`src/design/plas_pkg.sv`:
```
`timescale 1ns / 1ps
// Shared types and constants for the PARCOR lattice filter.
// No dependencies; imported by plas_qmul, plas_bstore and the top level.
package plas_pkg;

	localparam int DATA_W     = 32;
	localparam int ACC_W      = 64;
	localparam int ORDER_W    = 6;
	localparam int CIDX_W     = 6;
	localparam int CFG_IDX_W  = 1;
	localparam int CFG_DATA_W = 6;
	localparam int IN_TDATA_W = 72;
	localparam int IN_TUSER_W = 2;
	localparam int Q_SHIFT    = 31;

	localparam logic [ACC_W-1:0] ROUND_HALF = 64'h0000_0000_4000_0000;

	localparam logic [CFG_IDX_W-1:0] REG_FILTER_ORDER = 1'd0;
	localparam logic [CFG_IDX_W-1:0] REG_MODE         = 1'd1;

	localparam logic FUNC_SAMPLE = 1'b0;
	localparam logic FUNC_LOAD   = 1'b1;

	localparam logic MODE_ANALYSIS  = 1'b0;
	localparam logic MODE_SYNTHESIS = 1'b1;

	typedef struct packed {
		logic              start;
		logic [DATA_W-1:0] k;
		logic [ACC_W-1:0]  v;
	} qmul_req_t;

	typedef struct packed {
		logic             done;
		logic [ACC_W-1:0] prod;
	} qmul_rsp_t;

	typedef enum logic [2:0] {
		ST_IDLE,
		ST_READ,
		ST_MUL1,
		ST_WAIT1,
		ST_WAIT2,
		ST_FLUSH,
		ST_FIN
	} plas_state_t;

endpackage

```
`src/design/plas_bstore.sv`:
```
`timescale 1ns / 1ps
// Backward residual store: one write and one registered read per cycle,
// with a valid bit per entry so a block start clears it at once. Uses plas_pkg.
module plas_bstore #(
	parameter int DEPTH  = 33,
	parameter int ADDR_W = 6
) (
	input  logic                        clk,
	input  logic                        arst_n,
	input  logic                        clear,
	input  logic [ADDR_W-1:0]           rd_addr,
	output logic [plas_pkg::ACC_W-1:0]  rd_data,
	input  logic                        wr_en,
	input  logic [ADDR_W-1:0]           wr_addr,
	input  logic [plas_pkg::ACC_W-1:0]  wr_data
);
	import plas_pkg::*;

	logic [ACC_W-1:0] mem [DEPTH];
	logic [DEPTH-1:0] vld_q;
	logic [ACC_W-1:0] rd_q;
	logic             rd_vld_q;

	always_ff @(posedge clk or negedge arst_n) begin
		if (!arst_n) begin
			vld_q    <= '0;
			rd_vld_q <= 1'b0;
		end else begin
			rd_vld_q <= vld_q[rd_addr];
			if (clear)
				vld_q <= '0;
			else if (wr_en)
				vld_q[wr_addr] <= 1'b1;
		end
	end

	always_ff @(posedge clk) begin
		rd_q <= mem[rd_addr];
		if (wr_en)
			mem[wr_addr] <= wr_data;
	end

	// an entry not written since the last clear reads as zero
	assign rd_data = rd_vld_q ? rd_q : '0;

endmodule

```
`config.mk`:
```
export PLATFORM = sky130hd
export DESIGN_NAME = plas_bstore
export DESIGN_NICKNAME = d
export VERILOG_FILES = /design/src/design/plas_pkg.sv /design/src/design/plas_bstore.sv
export SDC_FILE = /design/constraint.sdc
export NUM_CORES = 2
export LEC_CHECK = 0
export BUFFER_PORTS_ARGS = -buffer_cell sky130_fd_sc_hd__buf_2
export CORE_MARGIN = 2
export CORE_UTILIZATION = 49
export CTS_CLUSTER_DIAMETER = 40
export DETAILED_ROUTE_END_ITERATION = 12
export SYNTH_ARGS = -nofsm -noshare
export SYNTH_HDL_FRONTEND = slang
export SYNTH_SLANG_ARGS = --single-unit
```
`constraint.sdc`:
```
create_clock -name clk -period 1.6 [get_ports clk]
set_input_delay 0 -clock clk [delete_from_list [all_inputs] [get_ports clk]]
set_output_delay 0 -clock clk [all_outputs]
set_load 0.005 [all_outputs]
```
==> results.cfg <==
[worst_setup_path]
crit_arrival_ps = 1990
crit_type = register to output pin
worstRegToRegCells = 4
setup.worst_path.start_class = register
cp_num_buf_inv = 3
reg2reg_from = mem[22][37]
reg2reg_to = rd_q[37]
end_kind = output pin
crit_path_max_incr_delay_ps = 540
r2r_slack_ps = 20
startpoint = rd_vld_q
crit_slowest_cell = dfrtp_4
cp_cell_sequence = buf_12, clkbuf_16, and2_4, buf_6
cpLargestDelayFamily = flip-flops
cp.required_ps = 1600
worstPathMaxFanout = 5

[yosys]
yosys-mux-area-fraction_pct = 15.8
dominantRegCellSynth = edfxtp_1
synth_compound_area_share_pct = 1.58
synth.area.top_cells = edfxtp_1, mux4_2, mux2_2
syn-num-nets = 3730
async_flop_share_pct = 1.54
synth-seq-cells = 2210
synthAdderAreaFrac_pct = 0
synthSimpleGateAreaFrac_pct = 2.43
synth_top_area_share_pct = 76.2
netlist_area_sq_um = 83200
ys_seq_area_share_pct = 78.7
synth_top_family_by_area = multiplexers
synth_cell_types = 37
synth_top_cell_by_area = edfxtp_1
yosys_warnings = 0
yosys.area_share.xor_xnor_pct = 0
avgSynthCellArea_sq_um = 22.8
synth_edf_count = 2112
synthCells = 3650

[cts]
clock-root-buffer = clkbuf_16
clockBufferDepth = 4
cts_tree = built
h-tree-depth = 5
tritoncts.num_buffers = 296
clock_sinks = 2210
path_clk_slew_ps = 60
clock_latency_ps = 910

[drt]
viasPerCell = 6.02
wl_per_cell_um = 31.4
first_iter_violations = 4783
vias = 42100
drcViolationCount = 0
wirelength_um = 220000
drtAntennaViolNets = 0
dr.pass1.iters = 5

[grt]
grt_max_degree = 34
grt_pass1_vias = 43200
grt_usage_pct = 25.4
grt_pass1_wl_um = 313000
antenna_found_initial = 3
grt-ovfl-total = 0

[sta]
maxSlewHeadroom_pct = 40.0
maxSlewViolCount = 0
worst_slack_ps = -394
period_minus_slack_ps = 1990
setup_viol = 64
clock_skew_ps = 39.7
hold-worst-slack_ps = -48.1
tightest_slew_ps = 898
clock.fmax_mhz = 501
finalCritPeriodShare_pct = 125
hold_viol_final = 3
rsz0062_at_grt = true

[floorplan]
dieArea_sq_um = 173000
die_h_um = 416
rows = 151
fp.dieW_um = 416
fp.coreArea_sq_um = 169000
io-pin-count = 144
start_util_pct = 49.2

[hold_path]
whs_endpoint = rd_q[41]
holdPathStages = 5
hold_class = input port to register
min_from = rd_addr[1]

[layout]
fin_area_sq_um = 104000
utilization_pct = 61.8
nets = 4632
syn2layout_area_growth_pct = 25.5
drive_gt1_share_pct = 40.3

[outcome]
status = complete, but fails checks
violations = hold timing, setup timing

[power_and_ir_drop]
total_power_mw = 134
power.density_nw_per_um2 = 1290
sequentialPowerShare_pct = 47.7
p_switching_mw = 28.2
power.share.clock_pct = 47.8
peakVddDrop_v = 0.00123
power_frac_comb_pct = 4.5
p_int_mw = 106
sw_frac_of_total_pct = 20.9
power_leakage_nw = 34.5

[placed_design]
dp_hpwl_um = 136000
port_buffers = 143
dp_slack_ps = -472
place_area_sq_um = 93000
place_congestion = 0.790

[run]
drv_cap = 0
## area by class of cell
class / count / area [sq um]
Timing Repair Buffer: 805 / 9340
Tap cell: 2218 / 2780
Sequential cell: 2210 / 65600
Fill cell: 11500 / 64600
Clock buffer: 348 / 7880
Multi-Input combinational cell: 1238 / 17100
Inverter: 1 / 6.26
Antenna cell: 1 / 2.50
Clock inverter: 169 / 1760
## cells in the mapped netlist, drive strengths merged, types with 2 or more instances
cell        n
a211oi     65
and2       64
buf       137
clkbuf     64
dfrtp      34
dfxtp      64
edfxtp   2112
mux2      132
mux2i       6
mux4      517
nand2       6
nand3b      5
nand4bb     2
nor2      165
nor2b      66
nor4       64
o22ai     127
or3         3
or3b        3
## routing by layer
| layer | global-route usage (%) | vias up | part of all wire (%) |
|---|---|---|---|
| met5 | 0 | - | 0 |
| met1 | 35.4 | 22800 | 41 |
| met2 | 42.5 | 1580 | 51 |
| li1 | - | 17300 | - |
| met4 | 7.43 | 0 | 2.6 |
| met3 | 3.43 | 360 | 6.1 |
## through the flow
stage	TNS (ps)	cells	hold WS, ps
global placement	-64000	6356	-34.9
global route	-25970	6990	5.14
finish	-23180	6990	-48.1
floorplan	-918370	3650	-296
CTS	-41200	6970	-142
detailed placement	-69130	6356	-28.8
## power by group through the flow
stage / logic (mW) / clock network (mW) / registers [mW]
final: 6.04 / 64.3 / 64.1
after CTS: 6.03 / 65.2 / 64.1
after global placement: 5.65 / 0 / 65.3
after global routing: 6.45 / 67.5 / 64.1
after detailed placement: 5.72 / 0 / 65.3
after floorplan: 3.00 / 0 / 65.2
## placed cells by master, fill, tap and decap left out, types with 6 or more instances in the layout
cell / count
mux2_2: 124
clkbuf_8: 13
nor4_1: 58
buf_4: 313
inv_6: 37
mux2_4: 6
clkbuf_1: 32
nor2_1: 132
edfxtp_1: 2112
inv_8: 7
nor2_4: 33
clkinv_1: 25
clkinv_2: 31
bufinv_16: 25
a211oi_1: 61
dlygate4sd3_1: 93
dfxtp_1: 64
and2_1: 30
and2_4: 34
o22ai_1: 111
dfrtp_1: 33
clkbuf_16: 308
clkinv_4: 13
buf_6: 32
o22ai_2: 11
nor2b_1: 66
mux4_2: 517
clkinvlp_4: 30
buf_2: 109
buf_12: 246
mux2i_1: 6
## worst min-delay path: stages
cell	delay, ps
buf_8	140
buf_4	170
mux4_2	220
a211oi_2	80
nor4_1	150
## logic make-up (layout without fill, tap and decap cells)
logic type | after synthesis | in the layout
buffers and inverters | 202 | 1323
AOI/OAI and AO/OA | 197 | 197
and+or+nand+nor | 386 | 386
other | 0 | 1
muxes | 655 | 655
DFF | 2210 | 2210
## worst max path at each step
| stage | to | slack (ps) | cells past startpoint |
|---|---|---|---|
| detailed placement | rd_q[7] | -470 | 7 |
| global route | rd_data[31] | -440 | 3 |
| floorplan | mem[24][0] | -750 | 2 |
| global placement | rd_q[7] | -470 | 7 |
| CTS | rd_data[31] | -450 | 3 |
| finish | rd_data[7] | -390 | 4 |
## timing repair
item | in CTS | in global routing
resized for setup | 48 | 71
hold buffers | 98 | 2
pin swaps | 4 | 5
endpoints found under the setup margin | 73 | 159
endpoints found under the hold margin | 2742 | 240
setup buffers | 1 | 16
gates cloned | 0 | 6
## sequential cells by signal, summed over array words and instances (netlist names)
signal / cells
rd_q: 64
rd_vld_q: 1
mem: 2112
vld_q: 33
Note: power is estimated with default switching activity, not from simulation.
