File: src/design/plas_pkg.sv
`timescale 1ns / 1ps
// Shared types and constants for the PARCOR lattice filter.
// No dependencies; imported by plas_qmul, plas_bstore and the top level.
package plas_pkg;

	localparam int DATA_W     = 32;
	localparam int ACC_W      = 64;
	localparam int ORDER_W    = 6;
	localparam int CIDX_W     = 6;
	localparam int CFG_IDX_W  = 1;
	localparam int CFG_DATA_W = 6;
	localparam int IN_TDATA_W = 72;
	localparam int IN_TUSER_W = 2;
	localparam int Q_SHIFT    = 31;

	localparam logic [ACC_W-1:0] ROUND_HALF = 64'h0000_0000_4000_0000;

	localparam logic [CFG_IDX_W-1:0] REG_FILTER_ORDER = 1'd0;
	localparam logic [CFG_IDX_W-1:0] REG_MODE         = 1'd1;

	localparam logic FUNC_SAMPLE = 1'b0;
	localparam logic FUNC_LOAD   = 1'b1;

	localparam logic MODE_ANALYSIS  = 1'b0;
	localparam logic MODE_SYNTHESIS = 1'b1;

	typedef struct packed {
		logic              start;
		logic [DATA_W-1:0] k;
		logic [ACC_W-1:0]  v;
	} qmul_req_t;

	typedef struct packed {
		logic             done;
		logic [ACC_W-1:0] prod;
	} qmul_rsp_t;

	typedef enum logic [2:0] {
		ST_IDLE,
		ST_READ,
		ST_MUL1,
		ST_WAIT1,
		ST_WAIT2,
		ST_FLUSH,
		ST_FIN
	} plas_state_t;

endpackage

File: src/design/plas_qmul.sv
`timescale 1ns / 1ps
// Shared rounded Q31 multiplier: (k * v + 2^30) >>> 31 modulo 2^64.
// One 33x33 multiplier used twice per product. Depends on plas_pkg.
module plas_qmul (
	input  logic              clk,
	input  logic              arst_n,
	input  plas_pkg::qmul_req_t req,
	output plas_pkg::qmul_rsp_t rsp
);
	import plas_pkg::*;

	localparam logic [1:0] PH_IDLE = 2'd0;
	localparam logic [1:0] PH_LO   = 2'd1;
	localparam logic [1:0] PH_HI   = 2'd2;
	localparam logic [1:0] PH_SUM  = 2'd3;

	logic [1:0]                 ph_q;
	logic                       done_q;
	logic [DATA_W-1:0]          k_q;
	logic [ACC_W-1:0]           v_q;
	logic [ACC_W-1:0]           acc_q;
	logic [DATA_W-1:0]          hi_q;
	logic [ACC_W-1:0]           prod_q;
	logic signed [DATA_W:0]     mul_a;
	logic signed [DATA_W:0]     mul_b;
	logic signed [2*DATA_W+1:0] mul_p;
	logic [ACC_W-1:0]           sum;

	// low half of v is unsigned, high half carries the sign
	assign mul_a = $signed({k_q[DATA_W-1], k_q});
	assign mul_b = (ph_q == PH_LO) ? $signed({1'b0, v_q[DATA_W-1:0]})
	                               : $signed({v_q[ACC_W-1], v_q[ACC_W-1:DATA_W]});
	assign mul_p = mul_a * mul_b;
	assign sum   = acc_q + {hi_q, {DATA_W{1'b0}}};

	always_ff @(posedge clk or negedge arst_n) begin
		if (!arst_n) begin
			ph_q   <= PH_IDLE;
			done_q <= 1'b0;
		end else begin
			done_q <= 1'b0;
			case (ph_q)
				PH_IDLE: if (req.start) ph_q <= PH_LO;
				PH_LO:   ph_q <= PH_HI;
				PH_HI:   ph_q <= PH_SUM;
				default: begin
					ph_q   <= PH_IDLE;
					done_q <= 1'b1;
				end
			endcase
		end
	end

	always_ff @(posedge clk) begin
		if (ph_q == PH_IDLE && req.start) begin
			k_q <= req.k;
			v_q <= req.v;
		end
		if (ph_q == PH_LO)
			acc_q <= mul_p[ACC_W-1:0];
		if (ph_q == PH_HI) begin
			hi_q  <= mul_p[DATA_W-1:0];
			acc_q <= acc_q + ROUND_HALF;
		end
		if (ph_q == PH_SUM)
			prod_q <= {{Q_SHIFT{sum[ACC_W-1]}}, sum[ACC_W-1:Q_SHIFT]};
	end

	assign rsp.done = done_q;
	assign rsp.prod = prod_q;

`ifndef SYNTHESIS
	a_start_idle: assert property (@(posedge clk) disable iff (!arst_n)
		req.start |-> (ph_q == PH_IDLE || done_q))
		else $error("qmul started while busy");
	a_latency: assert property (@(posedge clk) disable iff (!arst_n)
		(req.start && ph_q == PH_IDLE) |=> ##3 rsp.done)
		else $error("qmul result not ready after four cycles");
`endif

endmodule

File: config.mk
export PLATFORM = sky130hd
export DESIGN_NAME = plas_qmul
export DESIGN_NICKNAME = d
export VERILOG_FILES = /design/src/design/plas_pkg.sv /design/src/design/plas_qmul.sv
export SDC_FILE = /design/constraint.sdc
export NUM_CORES = 2
export LEC_CHECK = 0
export ABC_CLOCK_PERIOD_IN_PS = 11500
export CORE_UTILIZATION = 60
export DETAILED_ROUTE_END_ITERATION = 10
export DONT_BUFFER_PORTS = 1
export PLACE_DENSITY = 0.82
export SLEW_MARGIN = 25
export SYNTH_ARGS = -nofsm -noshare
export SYNTH_HDL_FRONTEND = slang
export SYNTH_SLANG_ARGS = --single-unit
File: constraint.sdc
create_clock -name clk -period 11.5 [get_ports clk]
set_input_delay 1.15 -clock clk [delete_from_list [all_inputs] [get_ports clk]]
set_output_delay 1.15 -clock clk [all_outputs]
set_load 0.01 [all_outputs]
==> results.json <==
{
  "cts_tree": "built",
  "slew_violations": 0,
  "drc": 0,
  "place_ws_ps": 1911,
  "first_pass_iters": 6,
  "core_um2": 76080,
  "setup_violations": 0,
  "end_kind": "flip-flop",
  "worst-setup-path-type": "flip-flop to flip-flop",
  "port_buffers": 0,
  "antenna_found_initial": 9,
  "wl_met3_um": 10880,
  "numCtsBuffers": 17,
  "cts.sinks": 198,
  "mappedNetlistArea_um2": 46280,
  "wl_met1_um": 42640,
  "grt_setup_unrepaired": "no",
  "initial_core_util_pct": 60.83,
  "hp-class": "input port to asynchronous set/reset pin",
  "drt-total-wl_um": 121500,
  "outcome": "finished clean",
  "yosysTopAreaCell": "fa_1",
  "area.growth.synth_to_final_pct": 2.660,
  "clockBufferDepth": 2,
  "drv_cap": 0,
  "cts.clk_slew.worst_paths_ps": 90,
  "cts_root_buf": "clkbuf_16",
  "cpMaxStageDelayCell": "fa_1",
  "path_delay_family": "adder cells",
  "skew_ps": 32.04,
  "synth_edf_count": 195,
  "holdBufCountCts": 0,
  "grt_util_all_layers_pct": 32.56,
  "worst_ep_required_time_ps": 11750,
  "vias": 32560,
  "fin_setup_tns_ps": 0,
  "rows": 101,
  "io_pins": 164,
  "wire_per_inst_um": 21.98,
  "final_cell_mix": "1104 x fa_1, 1028 x inv_1, 607 x nand2_1",
  "postRouteAntennaNets": 0,
  "slowest_delay_ps": 980,
  "die_area_um2": 78250,
  "topRoutingLayerUsed": "met5",
  "ys.flop_type": "edfxtp_1",
  "fin_ws_ps": 1771,
  "fin_crit_sh_pct": 84.60,
  "worst-path-max-fanout": 11,
  "synth_cell_type_count": 78,
  "final_nets": 5906,
  "grt_pass1_vias": 35720,
  "cp-start-kind": "flip-flop",
  "path_common_cell": "fa_1",
  "dp_hpwl_um": 92540,
  "critical_path.cell_chain": "inv_1 -> ha_2 -> nor2b_2 -> nand2_1 -> inv_1 -> fa_1 -> fa_1 -> fa_1 -> inv_1 -> fa_1 -> inv_1 -> fa_1 -> fa_1 -> fa_1 -> fa_1 -> ha_1 -> nand2_1 -> nor2_1 -> nand2_1 -> a2111oi_2 -> o2111ai_1 -> a31oi_2 -> a41oi_1 -> nor3b_1",
  "grt_max_degree": 91,
  "worstSkewPairLatency_ps": 520,
  "ys_seq_elements": 198,
  "seq_area_frac_synth_pct": 12.81,
  "die-height_um": 279.7,
  "viasPerCell": 5.889,
  "syn_area_per_cell_um2": 9.887,
  "period_needed_ps": 9729,
  "synth_fp_nets": 6105,
  "async_flop_share_pct": 1.515,
  "crit_buf_inv": 4,
  "grt_first_pass_wirelength_um": 193500,
  "htreeDepth": 4,
  "cts-resized-gates": 0,
  "ys_top_cells_by_area": "fa_1 48%, edfxtp_1 13%, inv_1 8.3%",
  "hold_viol": 0,
  "gp_congestion": 0.9885,
  "fmax_mhz": 102.8,
  "cts_setup_buffers": 0,
  "nFillCells": 5944,
  "tightest_slew_ps": 1043,
  "final_util_pct": 62.45,
  "critPathArrivalTime_ps": 9980,
  "postSynthCellCount": 4681,
  "die_w_um": 279.7,
  "synth_top_area_share_pct": 47.76,
  "drive_above_1_share_pct": 3.181,
  "overflow": 0,
  "slew_headroom_pct": 30.47,
  "layout_commonest_cell": "fa_1",
  "yosysWarnings": 0,
  "route.met2.wl_um": 59960,
  "drt_iter0_drc": 2882
}
[final timing paths]
path / to / slack [ps] / start / depth (start not counted)
min reg2reg: prod_q[0] / 540 / acc_q[31] / 0
max: acc_q[58] / 1770 / ph_q[1] / 24
min in group clk: prod_q[0] / 540 / acc_q[31] / 0
min: done_q / 330 / arst_n / 0
max in group asynchronous: ph_q[1] / 11100 / arst_n / 0
max reg2reg: acc_q[58] / 1770 / ph_q[1] / 24
[metrics by stage]
step / std cells / instance area, um^2 / hold slack, ps
2_1_floorplan: 4681 / 46280 / 446.0
3_3_place_gp: 5492 / 46810 / 511.0
3_5_place_dp: 5492 / 46810 / 538.6
4_1_cts: 5524 / 47480 / 310.4
5_1_grt: 5526 / 47500 / 324.5
6_report: 5529 / 47510 / 332.9
[final cells by class]
| cell class | instances | area [um^2] | share of cell area (%) |
|---|---|---|---|
| Clock inverter | 15 | 241.5 | 0.5083 |
| Tap cell | 1030 | 1289 | 2.713 |
| Inverter | 1029 | 3862 | 8.130 |
| Clock buffer | 17 | 425.4 | 0.8954 |
| Antenna cell | 4 | 10.01 | 0.02107 |
| Timing Repair Buffer | 49 | 392.9 | 0.8269 |
| Multi-Input combinational cell | 3187 | 35360 | 74.42 |
| Sequential cell | 198 | 5931 | 12.48 |
[registers in the layout, indices dropped and copies added, names as in the netlist]
signal	cells
acc_q	34
done_q	1
hi_q	32
k_q	32
ph_q	2
prod_q	33
v_q	64
[routing by layer]
layer  vias up  track usage (%)
li1      13500                -
met1     16730            39.37
met2      1806            54.99
met3       527            5.621
met4         2            19.20
met5         -                0
[synth_stat cells (10+ instances only)]
master and number:
a21o_1 50, xor2_1 33, and2_1 509, ha_1 221
o21ai_0 66, mux2_2 33, nor2_1 87, nand2_1 607
buf_4 32, edfxtp_1 195, clkbuf_1 219, o21a_1 11
buf_2 12, xnor2_1 89, nand2b_1 10, o21bai_1 18
nor3_1 20, a31oi_1 12, nand3_1 39, inv_1 1028
a21oi_1 97, fa_1 1104, a211oi_1 12, nand4_1 24
and3_1 19
[logic make-up (layout without fill, tap and decap cells)]
logic type / after synthesis / after routing / share of synthesized area [%]
other: 0 / 4 / 0
multiplexers: 34 / 34 / 0.8246
adder cells (fa/ha/maj): 1325 / 1325 / 53.73
flip-flops: 198 / 198 / 12.81
AO/OA/AOI/OAI: 333 / 333 / 4.731
XOR/XNOR: 122 / 122 / 2.309
buffers and inverters: 1296 / 1110 / 10.83
AND/OR/NAND/NOR: 1373 / 1373 / 14.76
Power is not shown: default switching activity piles up to over one toggle a cycle in this logic, so the estimate is an artifact.
